**config.mk**
```make
export PLATFORM = sky130hd
export DESIGN_NAME = ttid_cell
export DESIGN_NICKNAME = d
export VERILOG_FILES = /design/src/rtl/ttid_pkg.sv /design/src/rtl/ttid_cell.sv
export SDC_FILE = /design/constraint.sdc
export NUM_CORES = 1
export LEC_CHECK = 0
export BUFFER_PORTS_ARGS = -buffer_cell sky130_fd_sc_hd__buf_2
export CAP_MARGIN = 5
export CORE_MARGIN = 5
export CORE_UTILIZATION = 44
export CTS_CLUSTER_DIAMETER = 50
export DETAILED_ROUTE_END_ITERATION = 8
export GPL_ROUTABILITY_DRIVEN = 0
export PLACE_DENSITY_LB_ADDON = 0.12
export SLEW_MARGIN = 20
export SYNTH_ARGS = -nofsm -noshare
export SYNTH_HDL_FRONTEND = slang
export SYNTH_SLANG_ARGS = --single-unit
```
**constraint.sdc**
```tcl
create_clock -name clk -period 4.82 [get_ports clk]
set_input_delay 0.241 -clock clk [delete_from_list [all_inputs] [get_ports clk]]
set_output_delay 0.241 -clock clk [all_outputs]
set_load 0.02 [all_outputs]
```
**src/rtl/ttid_pkg.sv**
```systemverilog
// Package for the timer table with ids: field widths, operation and status codes,
// and the structs that pass between the controller and the row of timer cells.
// No dependencies.
`timescale 1ns / 1ps

package ttid_pkg;

	// Sizes of the table and of the id search.
	localparam int NUM_SLOTS_DEF  = 32;
	localparam int ID_RETRIES_DEF = 10;

	// Field widths.
	localparam int OP_W     = 2;
	localparam int NOW_W    = 48;
	localparam int DELAY_W  = 32;
	localparam int PL_W     = 32;
	localparam int ID_W     = 29;
	localparam int CTR_W    = 28;
	localparam int DL_W     = 49;
	localparam int STATUS_W = 3;

	// Command codes.
	typedef enum logic [OP_W-1:0] {
		OP_CREATE  = 2'd0,
		OP_RELEASE = 2'd1,
		OP_TICK    = 2'd2
	} ttid_op_t;

	// Result status codes.
	typedef enum logic [STATUS_W-1:0] {
		ST_CREATED  = 3'd0,
		ST_FULL     = 3'd1,
		ST_NO_ID    = 3'd2,
		ST_RELEASED = 3'd3,
		ST_UNKNOWN  = 3'd4,
		ST_EXPIRED  = 3'd5,
		ST_NONE     = 3'd6
	} ttid_status_t;

	// Controls broadcast from the controller to every cell.
	typedef struct packed {
		logic             start;       // token enters the first cell
		logic             adv;         // token moves one cell on
		logic             clr;         // token is dropped
		logic             find;        // looking for a free cell
		logic             tick;        // looking for due cells
		logic             rel_en;      // free the cell whose id matches
		logic             wr_en;       // arm the selected cell
		logic             sel_clr;     // drop the selection
		logic [ID_W-1:0]  cmp_id;      // id compared by every cell
		logic [ID_W-1:0]  wr_id;
		logic [DL_W-1:0]  wr_deadline;
		logic [PL_W-1:0]  wr_payload;
		logic [NOW_W-1:0] now;
	} ttid_bcast_t;

	// Status returned by one cell.
	typedef struct packed {
		logic            tok;    // cell holds the token
		logic            sel;    // cell is selected for a create
		logic            free;   // token cell is free during a search
		logic            due;    // token cell has expired during a tick
		logic            match;  // armed cell holds the compared id
		logic [ID_W-1:0] id;     // id of a due cell, zero otherwise
		logic [PL_W-1:0] pl;     // payload of a due cell, zero otherwise
	} ttid_cell_rsp_t;

endpackage

```
**src/rtl/ttid_cell.sv**
```systemverilog
// One timer cell: holds one slot of the table and one stage of the token chain.
// Depends on ttid_pkg.
`timescale 1ns / 1ps

module ttid_cell
	import ttid_pkg::*;
(
	input  logic           clk,
	input  logic           arst_n,
	input  ttid_bcast_t    bc,
	input  logic           tok_in,
	output ttid_cell_rsp_t rsp
);

	logic            valid_q;
	logic            sel_q;
	logic            tok_q;
	logic [ID_W-1:0] id_q;
	logic [DL_W-1:0] dl_q;
	logic [PL_W-1:0] pl_q;

	logic due;
	logic hit_free;
	logic match;

	// Local decisions: due on a tick, free on a search, id match on a compare.
	assign due      = bc.tick && tok_q && valid_q && (dl_q <= {1'b0, bc.now});
	assign hit_free = bc.find && tok_q && !valid_q;
	assign match    = valid_q && (id_q == bc.cmp_id);

	// Token stage, selection and armed flag.
	always_ff @(posedge clk or negedge arst_n) begin
		if (!arst_n) begin
			tok_q   <= 1'b0;
			sel_q   <= 1'b0;
			valid_q <= 1'b0;
		end else begin
			if (bc.clr) begin
				tok_q <= 1'b0;
			end else if (bc.adv) begin
				tok_q <= tok_in;
			end
			if (hit_free) begin
				sel_q <= 1'b1;
			end else if (bc.sel_clr) begin
				sel_q <= 1'b0;
			end
			if (bc.wr_en && sel_q) begin
				valid_q <= 1'b1;
			end else if ((bc.rel_en && match) || (due && bc.adv)) begin
				valid_q <= 1'b0;
			end
		end
	end

	// Slot contents, written when the selected cell is armed.
	always_ff @(posedge clk) begin
		if (bc.wr_en && sel_q) begin
			id_q <= bc.wr_id;
			dl_q <= bc.wr_deadline;
			pl_q <= bc.wr_payload;
		end
	end

	always_comb begin
		rsp       = '0;
		rsp.tok   = tok_q;
		rsp.sel   = sel_q;
		rsp.free  = hit_free;
		rsp.due   = due;
		rsp.match = match;
		rsp.id    = due ? id_q : '0;
		rsp.pl    = due ? pl_q : '0;
	end

endmodule

```
Yosys cells after proc, flatten, opt, wreduce, memory -nomap -nowiden --
Cells that the tools add are included.
Word-level totals: input bits 198, output and inout port bits 66, word-level logic and storage cells 30, bits in registers 113
Operators by class: reduce and logical (&&, ||, !) cells 14, multiplexer cells 8, equality and inequality tests 1, order comparisons 1
Operator list (number):
- less-or-equal comparator 49 x 48 -> 1 bit | 1
- two-way mux 32 bit | 1
- == test 29 bit | 1
- two-way mux 29 bit | 1
- logical AND 1 bit | 9
- two-way mux 1 bit | 6
- nonzero test 2 bit | 3
- logical NOT 1 bit | 1
- logical OR 1 bit | 1

Logic depth before layout (Yosys ltp) --
Gate-level depths: netlist (run 1).
word-level depth 7, depth in mapped cells 11, gate-level depth less buffers 8

Least setup slack after synthesis (run 1) --
Ideal clock, no wire load.
path type register to register, start point reg sel_q, end point reg dl_q[0], enable pin, clock period less this slack 3.390 ns, cell stages (with the launch flop) 2, data required time 4.338 ns, data arrival time 2.907 ns, path buffers 0, slack 1.430 ns, library setup time 0.482 ns, path through dfrtp_1 -> and2_1
On the way: longest elaborated chain between the ends 1
Ends and longest elaborated chain:
- from (decl) | RTL line ttid_cell.sv:16 | logic sel_q;
- from (signal assigned) | RTL line ttid_cell.sv:35 | sel_q <= 1'b0;
- from (signal assigned) | RTL line ttid_cell.sv:44 | sel_q <= 1'b1;
- from (signal assigned) | RTL line ttid_cell.sv:46 | sel_q <= 1'b0;
- logical AND 1 bit | RTL line ttid_cell.sv:58 | if (bc.wr_en && sel_q) begin
- to (signal assigned) | RTL line ttid_cell.sv:60 | dl_q <= bc.wr_deadline;
- to (decl) | RTL line ttid_cell.sv:19 | logic [DL_W-1:0] dl_q;
Every way passes these cells. A chain may end at the register's enable or synchronous reset.

==> results_dict.tcl, run 1 <==
set metrics [dict create \
    drv_cap 0 \
    hold_path_class "input pin to flip-flop" \
    start_util_pct 44.6 \
    synth.cell_area_um2 5610 \
    cp-start-kind "flip-flop" \
    critPathRequiredTime_ps 4580 \
    irDropWorstVdd_mv 0.201 \
    ios 264 \
    synthCells 420 \
    max_freq_ghz 0.294 \
    clk_pin_slew_ps 50 \
    clk_latency_ps 400 \
    synth_seq_area_share_pct 60.2 \
    rsz0062_at_grt "no" \
    die_w_um 123 \
    worstPathArrival_ps 3160 \
    final_area_um2 8600 \
    fin_skew_ps 4.50 \
    cts_buffers 17 \
    drt-wirelength-per-cell_um 16.0 \
    via_count 4631 \
    power_mw 2.57 \
    worst_pin_slew_ps 1010 \
    ys_top_cells_by_area "edfxtp_1 (59%), ha_1 (11%), a21boi_1 (8.2%), xor2_1 (3.7%), inv_1 (3.3%)" \
    r2r_slack_ps 2560 \
    htreeDepth 4 \
    cts_buffer_depth 2 \
    layout_common_cells "buf_2 (262), edfxtp_1 (110), dlygate4sd3_1 (102)" \
    reg2reg_to "valid_q" \
    nets 1033 \
    drtIter0Drc 250 \
    grt_usage_pct 20.5 \
    avgSynthCellArea_um2 13.4 \
    cts_resized 0 \
    cp_max_fo 62 \
    cts_root_buf "clkbuf_16" \
    layout-drive-gt1-share_pct 37.0 \
    ant_nets 0 \
    dieArea_um2 15100 \
    postPlaceCellArea_um2 7020 \
    max_slew_margin_pct 32.9 \
    area_growth_syn_to_layout_pct 53.3 \
    yosysTopAreaCell "edfxtp_1" \
    grt_pass1_vias 4984 \
    grt-ovfl-total 0 \
    coreArea_um2 12600 \
    outcome "finished, final reports clean" \
    drv_slew 0 \
    final_common_cell "buf_2" \
    wirelength_um 15500 \
    setup_tns_ps 0 \
    drc 0 \
    drtPass1Iterations 4 \
    portBuffers 262 \
    grt_pass1_wl_um 23500 \
    cts_tree "done" \
    period_needed_ps 3400 \
    timing.final.crit_share_pct 70.6 \
    die_h_um 123 \
    whs_path_depth 1 \
    grt_max_degree 77 \
    crit_path_end_kind "primary output" \
    syn_nets 666 \
    timing_worst_setup_path_type "flip-flop to primary output" \
    antenna_found_initial 0 \
    vias_per_cell 4.77 \
    reg2reg_depth 7 \
    ys_ff_latch 113 \
    fp-row-count 41 \
    yosys_warnings 0 \
    power.density_nw_per_um2 299 \
    hold_viol 0 \
    r2r_start "dl_q[45]" \
    clock_sinks 113 \
    netlist.area_leader.share_pct 58.9 \
    place_hpwl_um 11100 \
    hp-start "bc[112]" \
    power_leakage_nw 3.95 \
    crit_start "dl_q[45]" \
    hold_end "dl_q[32]" \
    ys_types 39 \
    setup_viol 0 \
]
-- critical path: stages, from the launching register on --
cell,delay [ps]
edfxtp_1,380
ha_1,290
nand4b_1,190
nor4_1,440
nand3_1,210
a21oi_1,240
a211o_4,580
a21boi_1,180
buf_2,210
-- worst max-delay path by stage --
| stage | cells past startpoint | to |
|---|---|---|
| 2_1_floorplan | 1 | dl_q[0] |
| 3_3_place_gp | 8 | rsp[45] |
| 3_5_place_dp | 8 | rsp[45] |
| 4_1_cts | 8 | rsp[45] |
| 5_1_grt | 8 | rsp[57] |
| 6_report | 8 | rsp[3] |
-- metrics by stage --
stage	utilization, %	setup WS [ps]	hold WS (ps)	std cells
2_1_floorplan	-	1430	-54.6	420
3_3_place_gp	55.9	1800	37.1	838
3_5_place_dp	55.9	1770	40.2	838
4_1_cts	67.1	1350	0.177	954
5_1_grt	68.4	1190	0.825	970
6_report	68.4	1420	20.2	971
-- Yosys cell counts --
| cell type | instances |
|---|---|
| edfxtp_1 | 110 |
| a21boi_1 | 61 |
| inv_1 | 50 |
| ha_1 | 48 |
| xor2_1 | 24 |
| a21oi_1 | 18 |
| nand2_1 | 16 |
| nor4_1 | 9 |
| nand3_1 | 8 |
| nand4_1 | 8 |
| buf_6 | 6 |
| clkbuf_1 | 6 |
| nor2_1 | 6 |
| buf_4 | 5 |
| o21ai_0 | 5 |
| xnor2_1 | 5 |
| and4_1 | 4 |
| a211o_1 | 3 |
| dfrtp_1 | 3 |
| nor3_1 | 3 |
| a2111oi_0 | 2 |
| a21o_1 | 2 |
| a221o_1 | 2 |
| a211o_4 | 1 |
| a211oi_1 | 1 |
| a21boi_0 | 1 |
| a221oi_1 | 1 |
| a31o_1 | 1 |
| and2_1 | 1 |
| buf_1 | 1 |
| mux2i_1 | 1 |
| nand2b_1 | 1 |
| nand4b_1 | 1 |
| nor4_2 | 1 |
| o211ai_1 | 1 |
| o21ai_1 | 1 |
| o21bai_1 | 1 |
| o22ai_1 | 1 |
| or3_1 | 1 |
-- power by group --
group	total [mW]	switching (mW)	internal, mW	leakage, nW
sequential	1.13	0.0129	1.11	1.03
combinational	0.276	0.115	0.160	2.67
clock	1.17	0.421	0.745	0.255
-- registers in the layout, indices dropped and copies added (netlist names) --
register	count
tok_q	1
dl_q	49
sel_q	1
valid_q	1
pl_q	32
id_q	29
-- repair_timing --
| item | 4_1_cts | 5_1_grt |
|---|---|---|
| hold buffers | 86 | 16 |
| endpoints found under the hold margin | 88 | 16 |
| buffers inserted | 0 | 0 |
-- cell families after synthesis --
kind of cell | after synthesis | share of synthesized area [%]
adders and majority gates | 48 | 10.7
AOI/OAI and AO/OA | 102 | 13.0
muxes | 1 | 0.178
xor gates and xnor gates | 29 | 4.53
buffers and inverters | 68 | 5.69
DFF | 113 | 60.2
and+or+nand+nor | 59 | 5.69
-- metal layers --
layer  up-vias  track usage, %  wire length (µm)  share of wire [%]
li1       2283               -                 -                  -
met1      2136            21.7              5750                 37
met2       190            35.9              8000                 52
met3        22            8.87              1490                9.6
met4         0            7.84               270                1.7
met5         -               0                 0                  0
-- final cells by class --
cell class                 instances  area, µm²
fill                             923       3970
inverter                          50        188
clock buffer                      18        429
antenna                            1       2.50
clock inverter                    12        120
multi-input combinational        239       1920
tap                              172        215
timing repair buffer             366       2350
sequential                       113       3380
(Power assumes the default switching activity.)
==> run 2, diff against run 1 <==
==> constraint.sdc (replaced) <==
create_clock -name clk -period 3.2 [get_ports clk]
set_input_delay 0.16 -clock clk [delete_from_list [all_inputs] [get_ports clk]]
set_output_delay 0.16 -clock clk [all_outputs]
set_load 0.02 [all_outputs]
==> results_dict.tcl, run 2 (same netlist as run 1, synthesis figures left out) <==
set metrics [dict create \
    outcome "finished, final reports clean" \
    wirelength_um 17600 \
    cts_buffers 17 \
    ant_nets 0 \
    hold_end "sel_q" \
    crit_path_end_kind "primary output" \
    grt_max_degree 63 \
    seq_power_share_pct 41.7 \
    cp_slowest_stage_delay_ps 390 \
    critPathRequiredTime_ps 3040 \
    power_mw 4.06 \
    grt-ovfl-total 0 \
    drv_slew 0 \
    r2r_slack_ps 890 \
    final_area_um2 9080 \
    drtIter0Drc 168 \
    cts_tree "done" \
    power_frac_comb_pct 11.3 \
    die_h_um 123 \
    max_freq_ghz 0.317 \
    power.density_nw_per_um2 447 \
    clkPwrFrac_pct 47.0 \
    place_inst 839 \
    fin_skew_ps 8.61 \
    fp-row-count 41 \
    hold_path_class "input pin to flip-flop" \
    worst_pin_slew_ps 708 \
    antenna_found_initial 0 \
    setup_tns_ps 0 \
    drv_cap 0 \
    coreArea_um2 12600 \
    postPlaceCellArea_um2 7040 \
    pre_cts_ws_ps 202 \
    drt-wirelength-per-cell_um 17.8 \
    internal_power_mw 3.16 \
    crit_slowest_cell "edfxtp_1" \
    dieArea_um2 15100 \
    cts_root_buf "clkbuf_16" \
    vias_per_cell 4.91 \
    grt_usage_pct 22.5 \
    clock_sinks 113 \
    nets 1054 \
    antenna_cells 0 \
    hold_viol 0 \
    crit_chain "ha_1 > nand4b_1 > nor3_2 > a221o_1 > a211o_4 > a211o_4 > a21boi_1 > buf_4" \
    period_needed_ps 3150 \
    power_leakage_nw 4.11 \
    grt_pass1_vias 5338 \
    cp_max_fo 8 \
    reg2reg_to "valid_q" \
    clk_latency_ps 410 \
    crit_top_cell "a211o_4" \
    cts_buffer_depth 2 \
    largest_reg_flops 49 \
    irDropWorstVdd_mv 0.393 \
    final_common_cell "buf_2" \
    layout_common_cells "buf_2 (231), dlygate4sd3_1 (114), edfxtp_1 (110)" \
    swShare_pct 22.2 \
    reg2reg_depth 7 \
    rsz0062_at_grt "yes" \
    clk_pin_slew_ps 50 \
    via_count 4875 \
    drc 0 \
    switching_power_mw 0.903 \
    whs_path_depth 3 \
    layout-drive-gt1-share_pct 40.0 \
    top_regs "dl_q (49), pl_q (32), id_q (29)" \
    die_w_um 123 \
    place_hpwl_um 11100 \
    start_util_pct 44.6 \
    ios 264 \
    layoutNonFillerInstCount 993 \
    setup_viol 0 \
    cp-start-kind "flip-flop" \
    area_growth_syn_to_layout_pct 62.0 \
    timing_worst_setup_path_type "flip-flop to primary output" \
    setup_ws_ps 49.5 \
    largest_register "dl_q" \
    portBuffers 262 \
    grt_pass1_wl_um 25600 \
    worstPathArrival_ps 2990 \
    htreeDepth 4 \
    drtPass1Iterations 4 \
    timing.final.crit_share_pct 98.5 \
    max_slew_margin_pct 52.8 \
    hp-start "bc[191]" \
    r2r_start "dl_q[47]" \
]
==> run 2: changes by cell type in the layout (fill, tap and decap cells not counted), sizes merged <==
cell,change
inv,+2
buf,+5
bufinv,+1
clkinv,+2
a211o,+4
dlygate4sd3,+12
clkinvlp,-3
diode,-1
==> run 2: final cells by class <==
cell class                 instances  area, µm²
multi-input combinational        243       2110
clock inverter                    14        164
tap                              172        215
timing repair buffer             383       2600
sequential                       113       3380
inverter                          50        188
fill                             830       3480
clock buffer                      18        429
==> run 2: power by group through the flow <==
stage	combinational [mW]	clock (mW)	sequential [mW]
2_1_floorplan	0.152	0	1.72
4_1_cts	0.438	1.94	1.69
6_report	0.458	1.91	1.69
3_5_place_dp	0.314	0	1.72
3_3_place_gp	0.305	0	1.72
5_1_grt	0.503	2.01	1.70
==> run 2: worst max-delay path, delay by kind of cell, from the launching register on <==
| kind | cells | cell delay, ps |
|---|---|---|
| compound gates | 4 | 1330 |
| flops | 1 | 390 |
| simple gates | 2 | 350 |
| fa+ha+maj | 1 | 320 |
| buf+inv | 1 | 190 |
==> run 2: worst max path at each step <==
stage	from	to	slack (ps)	cells after the start
after floorplan	dl_q[46]	rsp[22]	660	8
after global placement	dl_q[46]	rsp[33]	290	8
after detailed placement	dl_q[45]	rsp[33]	200	8
after CTS	dl_q[2]	rsp[59]	4	9
after global routing	dl_q[42]	rsp[57]	-60	9
final	dl_q[47]	rsp[24]	50	8
==> run 2: routing by layer <==
layer	part of all wire, %	track usage (%)	vias to the layer above	wire, µm
met5	0	0	-	0
met4	2.1	8.89	0	377
met1	36	23.0	2299	6410
li1	-	-	2344	-
met3	8.5	9.15	33	1490
met2	53	40.8	199	9360
==> run 2: metrics by stage <==
stage / hold WS, ps / util [%]
final: 47.1 / 72.3
after global routing: 54.5 / 72.3
after floorplan: -136 / -
after global placement: -34.8 / 56.0
after CTS: 31.6 / 70.5
after detailed placement: -33.5 / 56.0
==> run 2: repair_timing <==
action                     CTS  global route
buffers inserted             1             3
gates resized for setup      9            58
hold buffers               114             0
hold endpoints to repair   115             0
pin swaps                    2             8
setup endpoints to repair   62            62
cloned                       2             2
